--- config.mk ---
export PLATFORM = sky130hd
export DESIGN_NAME = mecanum_wheel_mixer
export DESIGN_NICKNAME = d
export VERILOG_FILES = /design/src/hdl/mwm_pkg.sv /design/src/hdl/mwm_dp.sv /design/src/hdl/mwm_ctrl.sv /design/src/hdl/mecanum_wheel_mixer.sv
export SDC_FILE = /design/constraint.sdc
export NUM_CORES = 1
export LEC_CHECK = 0
export BUFFER_PORTS_ARGS = -buffer_cell sky130_fd_sc_hd__buf_4
export CAP_MARGIN = 20
export CELL_PAD_IN_SITES_DETAIL_PLACEMENT = 1
export CELL_PAD_IN_SITES_GLOBAL_PLACEMENT = 1
export CORE_ASPECT_RATIO = 2
export CORE_UTILIZATION = 40
export DETAILED_ROUTE_END_ITERATION = 6
export GPL_ROUTABILITY_DRIVEN = 0
export PLACE_DENSITY = 0.73
export SLEW_MARGIN = 20
export SYNTH_ARGS = -nofsm -noshare
export SYNTH_HDL_FRONTEND = slang
export SYNTH_SLANG_ARGS = --single-unit
--- constraint.sdc ---
create_clock -name i_clk -period 8.25 [get_ports i_clk]
set_input_delay 1.2375 -clock i_clk [delete_from_list [all_inputs] [get_ports i_clk]]
set_output_delay 1.2375 -clock i_clk [all_outputs]
set_load 0.02 [all_outputs]
--- src/hdl/mwm_pkg.sv ---
// types, constants and control structs of the mecanum wheel mixer
`timescale 1ns / 1ps

package mwm_pkg;

    localparam int unsigned CFG_DATA_W     = 16;
    localparam int unsigned CFG_IDX_W      = 2;
    localparam int unsigned NUM_WHEELS     = 4;
    localparam int unsigned WHEEL_IDX_W    = 2;
    localparam int unsigned MIX_W          = 18;
    localparam int unsigned MAG_W          = 17;
    localparam int unsigned QUO_W          = 16;
    localparam int unsigned PROD_W         = MAG_W + QUO_W;
    localparam int unsigned BIT_CNT_W      = 4;
    localparam int unsigned DUTY_WIDTH_DEF = 16;

    localparam logic [CFG_IDX_W-1:0] REG_PWM_MAX  = 2'd0;
    localparam logic [CFG_IDX_W-1:0] REG_PWM_MIN  = 2'd1;
    localparam logic [CFG_IDX_W-1:0] REG_THR      = 2'd2;

    localparam logic [CFG_DATA_W-1:0] PWM_MAX_RST = 16'd1000;
    localparam logic [CFG_DATA_W-1:0] PWM_MIN_RST = 16'd0;
    localparam logic [CFG_DATA_W-1:0] THR_RST     = 16'd6554;

    typedef struct packed {
        logic signed [15:0] pitch;
        logic signed [15:0] roll;
        logic signed [15:0] yaw;
        logic [15:0]        throttle;
        logic               armed;
    } t_in_item;

    typedef struct packed {
        logic        dir_front_left;
        logic [15:0] duty_front_left;
        logic        dir_front_right;
        logic [15:0] duty_front_right;
        logic        dir_rear_left;
        logic [15:0] duty_rear_left;
        logic        dir_rear_right;
        logic [15:0] duty_rear_right;
    } t_out_item;

    typedef struct packed {
        logic                   load_in;
        logic                   find_max;
        logic                   mul;
        logic                   div_step;
        logic                   div_last;
        logic                   fill;
        logic                   load_out;
        logic [WHEEL_IDX_W-1:0] wheel;
    } t_dp_cmd;

    typedef struct packed {
        logic run;
    } t_dp_stat;

endpackage

--- src/hdl/mwm_dp.sv ---
// datapath: mixes, largest magnitude, multiply and restoring divider, output register
`timescale 1ns / 1ps

module mwm_dp #(
    parameter int unsigned DUTY_WIDTH = mwm_pkg::DUTY_WIDTH_DEF
) (
    input  logic                                i_clk,
    input  logic                                i_rst_n,
    input  mwm_pkg::t_dp_cmd                    i_cmd,
    output mwm_pkg::t_dp_stat                   o_stat,
    input  mwm_pkg::t_in_item                   i_in_item,
    input  logic                                i_cfg_we,
    input  logic [mwm_pkg::CFG_IDX_W-1:0]       i_cfg_idx,
    input  logic [mwm_pkg::CFG_DATA_W-1:0]      i_cfg_data,
    output mwm_pkg::t_out_item                  o_out_item
);
    import mwm_pkg::*;

    localparam logic [32:0] DUTY_LIM = (33'd1 << DUTY_WIDTH) - 33'd1;

    function automatic logic [DUTY_WIDTH-1:0] sat_duty(input logic [QUO_W-1:0] v);
        logic [32:0] wide;
        begin
            wide = 33'(v);
            if (wide > DUTY_LIM) begin
                wide = DUTY_LIM;
            end
            sat_duty = DUTY_WIDTH'(wide);
        end
    endfunction

    logic [CFG_DATA_W-1:0]       r_pwm_max;
    logic [CFG_DATA_W-1:0]       r_pwm_min;
    logic [CFG_DATA_W-1:0]       r_thr;
    logic                        r_en;
    logic signed [MIX_W-1:0]     r_mix [NUM_WHEELS];
    logic [MAG_W-1:0]            r_mag [NUM_WHEELS];
    logic [MAG_W-1:0]            r_largest;
    logic [NUM_WHEELS-1:0]       r_held;
    logic [MAG_W-1:0]            r_rem;
    logic [QUO_W-1:0]            r_quo;
    logic [DUTY_WIDTH-1:0]       r_duty [NUM_WHEELS];
    t_out_item                   r_out;

    logic signed [MIX_W-1:0]     s_p;
    logic signed [MIX_W-1:0]     s_r;
    logic signed [MIX_W-1:0]     s_y;
    logic [MAG_W-1:0]            s_mag [NUM_WHEELS];
    logic [NUM_WHEELS-1:0]       s_dir;
    logic [MAG_W-1:0]            s_max01;
    logic [MAG_W-1:0]            s_max23;
    logic [MAG_W-1:0]            s_largest;
    logic [PROD_W-1:0]           s_prod;
    logic [MAG_W:0]              s_trial;
    logic [MAG_W:0]              s_diff;
    logic [MAG_W-1:0]            n_rem;
    logic [QUO_W-1:0]            n_quo;

    assign s_p = MIX_W'($signed(i_in_item.pitch));
    assign s_r = MIX_W'($signed(i_in_item.roll));
    assign s_y = MIX_W'($signed(i_in_item.yaw));

    always_comb begin
        for (int k = 0; k < NUM_WHEELS; k++) begin
            s_dir[k] = ~r_mix[k][MIX_W-1];
            s_mag[k] = r_mix[k][MIX_W-1] ? MAG_W'(-r_mix[k]) : MAG_W'(r_mix[k]);
        end
        s_max01   = (s_mag[1] > s_mag[0]) ? s_mag[1] : s_mag[0];
        s_max23   = (s_mag[3] > s_mag[2]) ? s_mag[3] : s_mag[2];
        s_largest = (s_max23 > s_max01) ? s_max23 : s_max01;
    end

    assign s_prod = PROD_W'(r_mag[i_cmd.wheel]) * PROD_W'(r_pwm_max);

    // one restoring step: remainder stays below the divisor
    always_comb begin
        s_trial = {r_rem, r_quo[QUO_W-1]};
        s_diff  = s_trial - {1'b0, r_largest};
        if (!s_diff[MAG_W]) begin
            n_rem = s_diff[MAG_W-1:0];
            n_quo = {r_quo[QUO_W-2:0], 1'b1};
        end else begin
            n_rem = s_trial[MAG_W-1:0];
            n_quo = {r_quo[QUO_W-2:0], 1'b0};
        end
    end

    assign o_stat.run = r_en && (r_largest != '0);

    always_ff @(posedge i_clk) begin
        if (!i_rst_n) begin
            r_pwm_max <= PWM_MAX_RST;
            r_pwm_min <= PWM_MIN_RST;
            r_thr     <= THR_RST;
            r_held    <= '0;
        end else begin
            if (i_cfg_we) begin
                unique case (i_cfg_idx)
                    REG_PWM_MAX: r_pwm_max <= i_cfg_data;
                    REG_PWM_MIN: r_pwm_min <= i_cfg_data;
                    REG_THR:     r_thr     <= i_cfg_data;
                    default: ;
                endcase
            end
            if (i_cmd.find_max && r_en) begin
                r_held <= s_dir;
            end
        end
    end

    always_ff @(posedge i_clk) begin
        if (i_cmd.load_in) begin
            r_en     <= i_in_item.armed && (i_in_item.throttle > r_thr);
            r_mix[0] <= s_p + s_r + s_y;
            r_mix[1] <= -s_p + s_r + s_y;
            r_mix[2] <= -s_p + s_r - s_y;
            r_mix[3] <= s_p + s_r - s_y;
        end
        if (i_cmd.find_max) begin
            r_mag     <= s_mag;
            r_largest <= s_largest;
        end
        // high product bits seed the remainder, low bits shift out through the quotient
        if (i_cmd.mul) begin
            r_rem <= s_prod[PROD_W-1:QUO_W];
            r_quo <= s_prod[QUO_W-1:0];
        end else if (i_cmd.div_step) begin
            r_rem <= n_rem;
            r_quo <= n_quo;
        end
        if (i_cmd.div_step && i_cmd.div_last) begin
            r_duty[i_cmd.wheel] <= sat_duty(n_quo);
        end
        if (i_cmd.fill) begin
            for (int k = 0; k < NUM_WHEELS; k++) begin
                r_duty[k] <= r_en ? DUTY_WIDTH'(0) : sat_duty(r_pwm_min);
            end
        end
        if (i_cmd.load_out) begin
            r_out.dir_front_left   <= r_held[0];
            r_out.duty_front_left  <= 16'(r_duty[0]);
            r_out.dir_front_right  <= r_held[1];
            r_out.duty_front_right <= 16'(r_duty[1]);
            r_out.dir_rear_left    <= r_held[2];
            r_out.duty_rear_left   <= 16'(r_duty[2]);
            r_out.dir_rear_right   <= r_held[3];
            r_out.duty_rear_right  <= 16'(r_duty[3]);
        end
    end

    assign o_out_item = r_out;

endmodule

--- src/hdl/mwm_ctrl.sv ---
// controller: mix, max search, four multiply-divide passes or a fill, output transfer
`timescale 1ns / 1ps

module mwm_ctrl (
    input  logic               i_clk,
    input  logic               i_rst_n,
    input  logic               i_in_valid,
    output logic               o_in_ready,
    output logic               o_out_valid,
    input  logic               i_out_ready,
    input  mwm_pkg::t_dp_stat  i_stat,
    output mwm_pkg::t_dp_cmd   o_cmd
);
    import mwm_pkg::*;

    typedef enum logic [4:0] {
        S_IDLE = 5'b00001,
        S_MAX  = 5'b00010,
        S_MUL  = 5'b00100,
        S_DIV  = 5'b01000,
        S_DONE = 5'b10000
    } t_state;

    localparam logic [BIT_CNT_W-1:0]   LAST_BIT   = BIT_CNT_W'(QUO_W - 1);
    localparam logic [WHEEL_IDX_W-1:0] LAST_WHEEL = WHEEL_IDX_W'(NUM_WHEELS - 1);

    t_state                  r_state, n_state;
    logic [WHEEL_IDX_W-1:0]  r_wheel, n_wheel;
    logic [BIT_CNT_W-1:0]    r_bit, n_bit;
    logic                    r_out_valid, n_out_valid;

    always_comb begin
        n_state     = r_state;
        n_wheel     = r_wheel;
        n_bit       = r_bit;
        n_out_valid = r_out_valid && !i_out_ready;
        o_cmd       = '0;
        o_cmd.wheel = r_wheel;
        o_in_ready  = 1'b0;
        unique case (r_state)
            S_IDLE: begin
                o_in_ready    = 1'b1;
                o_cmd.load_in = i_in_valid;
                if (i_in_valid) begin
                    n_state = S_MAX;
                end
            end
            S_MAX: begin
                o_cmd.find_max = 1'b1;
                n_wheel        = '0;
                n_state        = S_MUL;
            end
            S_MUL: begin
                // disabled output or all mixes zero skip the divider
                if (i_stat.run) begin
                    o_cmd.mul = 1'b1;
                    n_bit     = '0;
                    n_state   = S_DIV;
                end else begin
                    o_cmd.fill = 1'b1;
                    n_state    = S_DONE;
                end
            end
            S_DIV: begin
                o_cmd.div_step = 1'b1;
                n_bit          = r_bit + 1'b1;
                if (r_bit == LAST_BIT) begin
                    o_cmd.div_last = 1'b1;
                    if (r_wheel == LAST_WHEEL) begin
                        n_state = S_DONE;
                    end else begin
                        n_wheel = r_wheel + 1'b1;
                        n_state = S_MUL;
                    end
                end
            end
            S_DONE: begin
                if (!r_out_valid || i_out_ready) begin
                    o_cmd.load_out = 1'b1;
                    n_out_valid    = 1'b1;
                    n_state        = S_IDLE;
                end
            end
            default: begin
                n_state = S_IDLE;
            end
        endcase
    end

    always_ff @(posedge i_clk) begin
        if (!i_rst_n) begin
            r_state     <= S_IDLE;
            r_wheel     <= '0;
            r_bit       <= '0;
            r_out_valid <= 1'b0;
        end else begin
            r_state     <= n_state;
            r_wheel     <= n_wheel;
            r_bit       <= n_bit;
            r_out_valid <= n_out_valid;
        end
    end

    assign o_out_valid = r_out_valid;

endmodule

--- src/hdl/mecanum_wheel_mixer.sv ---
// Mecanum wheel mixer: one remote-control sample in, four wheel duties and directions out.
// Each sample forms the four wheel mixes, takes the largest magnitude and scales every
// wheel to |mix| * pwm_max / largest, truncated, with one shared 17x16 multiplier and a
// restoring divider that resolves one quotient bit per cycle. An enabled sample with a
// nonzero mix runs in steps: the transfer cycle latches the mixes, then comes the
// largest-magnitude search, per wheel one multiply and the divide steps, and last the
// load of the output register; no new sample is taken before that load.
// A disabled sample (not armed, or throttle not above the threshold) or one with all
// mixes zero skips the divider. The result sits in an output register, so the next
// sample is accepted while a result still waits to be taken; if that result is still
// waiting when the next one is ready, the block holds in its output-load cycle until
// the waiting result is taken. Configuration writes land at once.
`timescale 1ns / 1ps

module mecanum_wheel_mixer #(
    parameter int unsigned DUTY_WIDTH = mwm_pkg::DUTY_WIDTH_DEF
) (
    input  logic                            i_clk,
    input  logic                            i_rst_n,
    input  logic                            i_in_valid,
    output logic                            o_in_ready,
    input  mwm_pkg::t_in_item               i_in_item,
    output logic                            o_out_valid,
    input  logic                            i_out_ready,
    output mwm_pkg::t_out_item              o_out_item,
    input  logic                            i_cfg_we,
    input  logic [mwm_pkg::CFG_IDX_W-1:0]   i_cfg_idx,
    input  logic [mwm_pkg::CFG_DATA_W-1:0]  i_cfg_data
);
    import mwm_pkg::*;

    t_dp_cmd  s_cmd;
    t_dp_stat s_stat;

    mwm_ctrl u_ctrl (
        .i_clk       (i_clk),
        .i_rst_n     (i_rst_n),
        .i_in_valid  (i_in_valid),
        .o_in_ready  (o_in_ready),
        .o_out_valid (o_out_valid),
        .i_out_ready (i_out_ready),
        .i_stat      (s_stat),
        .o_cmd       (s_cmd)
    );

    mwm_dp #(
        .DUTY_WIDTH (DUTY_WIDTH)
    ) u_dp (
        .i_clk      (i_clk),
        .i_rst_n    (i_rst_n),
        .i_cmd      (s_cmd),
        .o_stat     (s_stat),
        .i_in_item  (i_in_item),
        .i_cfg_we   (i_cfg_we),
        .i_cfg_idx  (i_cfg_idx),
        .i_cfg_data (i_cfg_data),
        .o_out_item (o_out_item)
    );

endmodule

---- After elaboration in Yosys (flattened, before gate mapping) ----
Memories as Yosys holds them, arrays and structs flattened. A register that Yosys moved wholly into a read port is not among the register bits.
Index checks and enable logic that the tools add are counted.
word-level totals
  register bits after elaboration ......... 187
  RAM bits ................................ 136
  output and inout bits ................... 70
  memories ................................ 2
memories
  name         words  width  rd ports  clocked after Yosys merged registers in  write ports  line          source
  u_dp.r_mix   4      18     4         0                                        4            mwm_dp.sv:36  logic signed [MIX_W-1:0] r_mix [NUM_WHEELS];
  u_dp.r_duty  4      16     4         4                                        4            mwm_dp.sv:42  logic [DUTY_WIDTH-1:0] r_duty [NUM_WHEELS];
cells by class
  $add $sub $neg .......................... 14
  multiply operators ...................... 1
  $lt $le $gt $ge ......................... 5
  eq/ne operators ......................... 14
  multiplexer cells ....................... 50
  bitwise operators ....................... 5
  reductions and logical operators ........ 20
operators by type and width
  kind                                            count
  17-bit 2-to-1 mux                               12
  17-bit negator                                  4
  16-bit 2-to-1 mux                               4
  17-bit greater-than comparator                  3
  18-bit by 16-bit adder with 18-bit output       2
  17-bit binary-select mux with 2-bit select      1
  17-bit by 16-bit multiplier with 33-bit output  1
  5-bit 2-to-1 mux                                5
  5-bit one-hot mux with 5 select lines           1
  1-bit 2-to-1 mux                                20
  17-bit by 16-bit adder with 18-bit output       1
  16-bit negator with 18-bit output               1
  17-bit by 16-bit subtractor with 18-bit output  1
  18-bit by 16-bit subtractor with 18-bit output  1
  18-bit by 17-bit subtractor with 18-bit output  1
  16-bit by 16-bit adder with 17-bit output       1
  17-bit nonzero test                             1
  16-bit greater-than comparator                  1
  16-bit OR reduction                             1
  2-bit 2-to-1 mux                                4
  4-bit one-hot mux with 2 select lines           1
  2-bit AND reduction                             4
  2-bit inequality test, second input constant    3
  3-bit AND reduction                             2
  other kinds (21)                                33

---- Longest topological paths before layout ----
  depth after elaboration ................. 8
  gate-level depth with buffers ........... 32
  depth with buffers taken out ............ 29

---- Hierarchy ----
Synthesis repeated with hierarchy kept, for this count alone.
unflattened totals
  cell total of the unflattened synthesis .. 3086
  area, all modules ....................... 31199.9 µm²
by module, submodules not included
  module    times used  cells each  area an instance (µm²)
  mwm_dp    1           3001        30498.0
  mwm_ctrl  1           85          701.9

---- Worst setup path after synthesis ----
No wires, ideal clock.
  kind .................................... register -> register
  start point ............................. register u_ctrl.r_wheel[0]
  end point ............................... register u_dp.r_rem[14], data pin
  setup time .............................. 0.260 ns
  arrival time ............................ 7.350 ns
  slack ................................... 0.640 ns
  cell stages (with the launch flop) ...... 25
  period minus slack after synthesis ...... 7.610 ns
  path through ............................ dfxtp_1 > buf_1 > buf_2 > mux4_2 > clkbuf_1 > nand2_1 > fa_1 > fa_1 > inv_1 > fa_1 > fa_1 > fa_1 > inv_1 > fa_1 > inv_1 > ha_1 > nand3_1 > or3_1 > or3_1 > o31ai_1 > nor4bb_1 > o21ai_1 > nand2_1 > xnor2_1 > mux2_4
on the way
  word-level cells in the longest chain between the ends .. 6
ends and longest elaborated chain
  what                                                  line            source
  start: declaration                                    mwm_ctrl.sv:28  logic [WHEEL_IDX_W-1:0] r_wheel, n_wheel;
  start signal: assignment                              mwm_ctrl.sv:98  r_wheel <= n_wheel;
  2-bit NOT with 3-bit output (implied by the code)     mwm_dp.sv:73    assign s_prod = PROD_W'(r_mag[i_cmd.wheel]) * PROD_W'(r_pwm_max);
  17-bit binary-select mux with 2-bit select            mwm_dp.sv:73
  17-bit 2-to-1 mux (implied by the code) (2 in a row)  mwm_dp.sv:73
  17-bit by 16-bit multiplier with 33-bit output        mwm_dp.sv:73
  17-bit 2-to-1 mux                                     mwm_dp.sv:124   if (i_cmd.mul) begin
  end signal: assignment                                mwm_dp.sv:125   r_rem <= s_prod[PROD_W-1:QUO_W];
  end signal: assignment                                mwm_dp.sv:128   r_rem <= n_rem;
  end: declaration                                      mwm_dp.sv:40    logic [MAG_W-1:0] r_rem;
Every way passes these cells. The select of a mux whose other input is x is not followed.
A chain may end at the register's enable or synchronous reset.

---- Worst setup path in the final report ----
  start point ............................. register u_ctrl.r_wheel[1]
  end point ............................... register u_dp.r_rem[14], data pin
The elaborated chain is that of the path after synthesis.

==> flow_metrics.tcl <==
set metrics [dict create \
    drv_slew 0 \
    r2r_slack_ps 320 \
    area_delta_synth_final_pct 11.7 \
    min_period_ps 7930 \
    placed_cell_area_um2 33400 \
    syn-num-nets 3608 \
    synth-main-ff-cell "edfxtp_1" \
    cts_buffers 34 \
    root_buffer "clkbuf_16" \
    grt_max_degree 73 \
    ir_worst_vdd_v 0.000223 \
    cts_hold_buf 0 \
    finalHoldViolCount 0 \
    fmax_ghz 0.126 \
    final_nets 3749 \
    synthesis.area_um2 30900 \
    synth-edff-count 319 \
    max_slew_margin_pct 27.8 \
    critPathSlowestCell "dfxtp_1" \
    yosys.area.top_type "edfxtp_1" \
    async_flop_share_pct 0 \
    rows 143 \
    drc 0 \
    drt-total-wl_um 94900 \
    end_kind "register" \
    routed-via-count 22600 \
    status "completed" \
    portBuffers 157 \
    synthTopCellsByCount "inv_1 (422), nand2_1 (346), edfxtp_1 (319)" \
    post_cts_resized 0 \
    grt_util_all_layers_pct 24.7 \
    dp_hpwl_um 79400 \
    grt_first_pass_wirelength_um 144000 \
    cts_max_level 2 \
    max-cap-violations 0 \
    syn_inst 3010 \
    period_share_pct 96.2 \
    rsz0062_at_grt "no" \
    worstSetupPathType "reg -> reg" \
    synth_top_area_share_pct 31.0 \
    start_util_pct 40.5 \
    fp.coreArea_um2 76200 \
    worst_pin_slew_ps 1080 \
    drt-initial-drc-count 705 \
    drtPass1Iterations 4 \
    io_pins 158 \
    cts_tree "built" \
    via_per_inst 5.38 \
    cpPeakStageDelay_ps 840 \
    antenna_left 0 \
    yosysUniqueCellTypes 82 \
    dieArea_um2 78300 \
    clockBufferDepth 3 \
    fin_tns_setup_ps 0 \
    critPathArrivalTime_ps 8260 \
    finalSetupViolCount 0 \
    power_density_nw_per_um2 290 \
    crit_chain "buf_12 -> mux4_2 -> and2_1 -> fa_1 -> inv_1 -> fa_1 -> inv_1 -> fa_1 -> fa_1 -> fa_1 -> inv_1 -> fa_1 -> inv_1 -> ha_1 -> nand3_1 -> or3_1 -> or3_1 -> o31ai_1 -> nor4bb_1 -> o21ai_1 -> nand2_1 -> xnor2_1 -> mux2_4" \
    yosysWarnings 0 \
    cts_num_sinks 383 \
    path_max_fanout 16 \
    clk_pin_slew_ps 70 \
    syn_area_per_cell_um2 10.3 \
    synth_top_cells_by_area "edfxtp_1 (31%), fa_1 (14%), ha_1 (12%)" \
    post_cts_buffers 0 \
    fin_area_um2 34500 \
    clk-insertion-delay-late_ps 570 \
    grt_pass1_vias 26000 \
    required_ps 8570 \
    die-width_um 198 \
    synth_most_common_cell "inv_1" \
    leakage_uw 0.0153 \
    drive_above_1_share_pct 10.1 \
    seq_area_frac_synth_pct 35.2 \
    die_h_um 395 \
    start_kind "register" \
    wire_per_inst_um 22.6 \
    critPathMostFrequentCell "fa_1" \
    finClkSkew_ps 38.1 \
    holdCritPathClass "reg -> reg" \
    grt_overflow 0 \
    ys_ff_latch 383 \
    antenna_found_initial 1 \
]
-- state kept, by name (all words and copies together), names as in the netlist --
name / count
u_dp.r_en: 1
u_dp.r_held: 4
u_dp.r_quo: 16
u_ctrl.r_bit: 4
u_ctrl.r_state: 5
u_ctrl.o_out_valid: 1
u_ctrl.r_wheel: 2
u_dp.r_duty: 64
u_dp.r_rem: 17
o_out_item: 64
u_dp.o_out_item: 4
u_dp.r_pwm_max: 16
u_dp.r_mix: 70
u_dp.r_largest: 17
u_dp.r_thr: 16
u_dp.r_mag: 66
u_dp.r_pwm_min: 16
-- worst max-delay path, delay by kind of cell, from the launching register on --
kind                       cells  cell delay (ps)
muxes                          2              770
adders and majority gates      7             3570
buffers and inverters          5              460
and+or+nand+nor                6             1390
DFF                            1              840
AOI/OAI and AO/OA              2              470
xor gates and xnor gates       1              150
-- routing by layer --
layer / global-route usage, % / wire length [µm]
met5: 0 / 0
met4: 23.9 / 10500
met3: 2.41 / 2720
met2: 49.9 / 54800
met1: 19.3 / 26900
-- cell families (layout without fill, tap and decap cells) --
kind of cell	Yosys count	after routing	share of synthesized area (%)
AO/OA/AOI/OAI	504	504	11.2
XOR/XNOR	183	183	5.28
adder cells (fa/ha/maj)	510	510	25.9
buffers and inverters	529	696	6.48
flip-flops	383	383	35.2
multiplexers	83	83	3.40
other	0	1	0
AND/OR/NAND/NOR	818	818	12.6
-- area by class of cell --
class | count | area, µm²
Clock inverter | 15 | 156
Inverter | 422 | 1580
Fill cell | 8610 | 41800
Clock buffer | 47 | 930
Antenna cell | 1 | 2.50
Tap cell | 1015 | 1270
Multi-Input combinational cell | 2098 | 18000
Sequential cell | 383 | 10900
Timing Repair Buffer | 212 | 1620
-- cell usage in the layout, fill, tap and decap left out, types with 34 or more instances in the layout --
master     count
buf_4        210
fa_1         215
a21boi_0      43
xor2_1        74
mux2i_1       58
and2_1       132
nand2_1      346
a21o_1        63
clkbuf_16     34
dfxtp_1       64
xnor2_1      107
ha_1         295
o21ai_0       87
nor2_1       139
inv_1        421
edfxtp_1     319
a21oi_1      120
-- power breakdown --
| part | leakage [µW] | switching, µW | internal [µW] | total (µW) |
|---|---|---|---|---|
| registers | 0.00342 | 137 | 2360 | 2500 |
| clock network | 0.000533 | 739 | 840 | 1580 |
| logic | 0.0113 | 3590 | 2320 | 5910 |
| total | 0.0153 | 4470 | 5520 | 9990 |
-- per-stage QoR --
| stage | std cells | hold slack [ps] | utilization, % | worst slack [ps] | power [µW] |
|---|---|---|---|---|---|
| 3_5_place_dp | 4130 | 406 | 43.8 | 431 | 8420 |
| 6_report | 4193 | 396 | 45.2 | 315 | 9990 |
| 2_1_floorplan | 3010 | 400 | - | 640 | 6260 |
| 4_1_cts | 4192 | 393 | 45.2 | 335 | 10000 |
| 5_1_grt | 4192 | 415 | 45.2 | 41.1 | 10600 |
| 3_3_place_gp | 4129 | 403 | 43.8 | 553 | 8160 |
-- final timing paths --
path,startpoint,to,depth (start not counted)
worst max-delay path,u_ctrl.r_wheel[1],u_dp.r_rem[14],23
worst min-delay path,u_dp.r_duty[3][2],o_out_item[2],0
worst max register to register,u_ctrl.r_wheel[1],u_dp.r_rem[14],23
worst min register to register,u_dp.r_duty[3][2],o_out_item[2],0
Note: power is estimated with default switching activity, not from simulation.
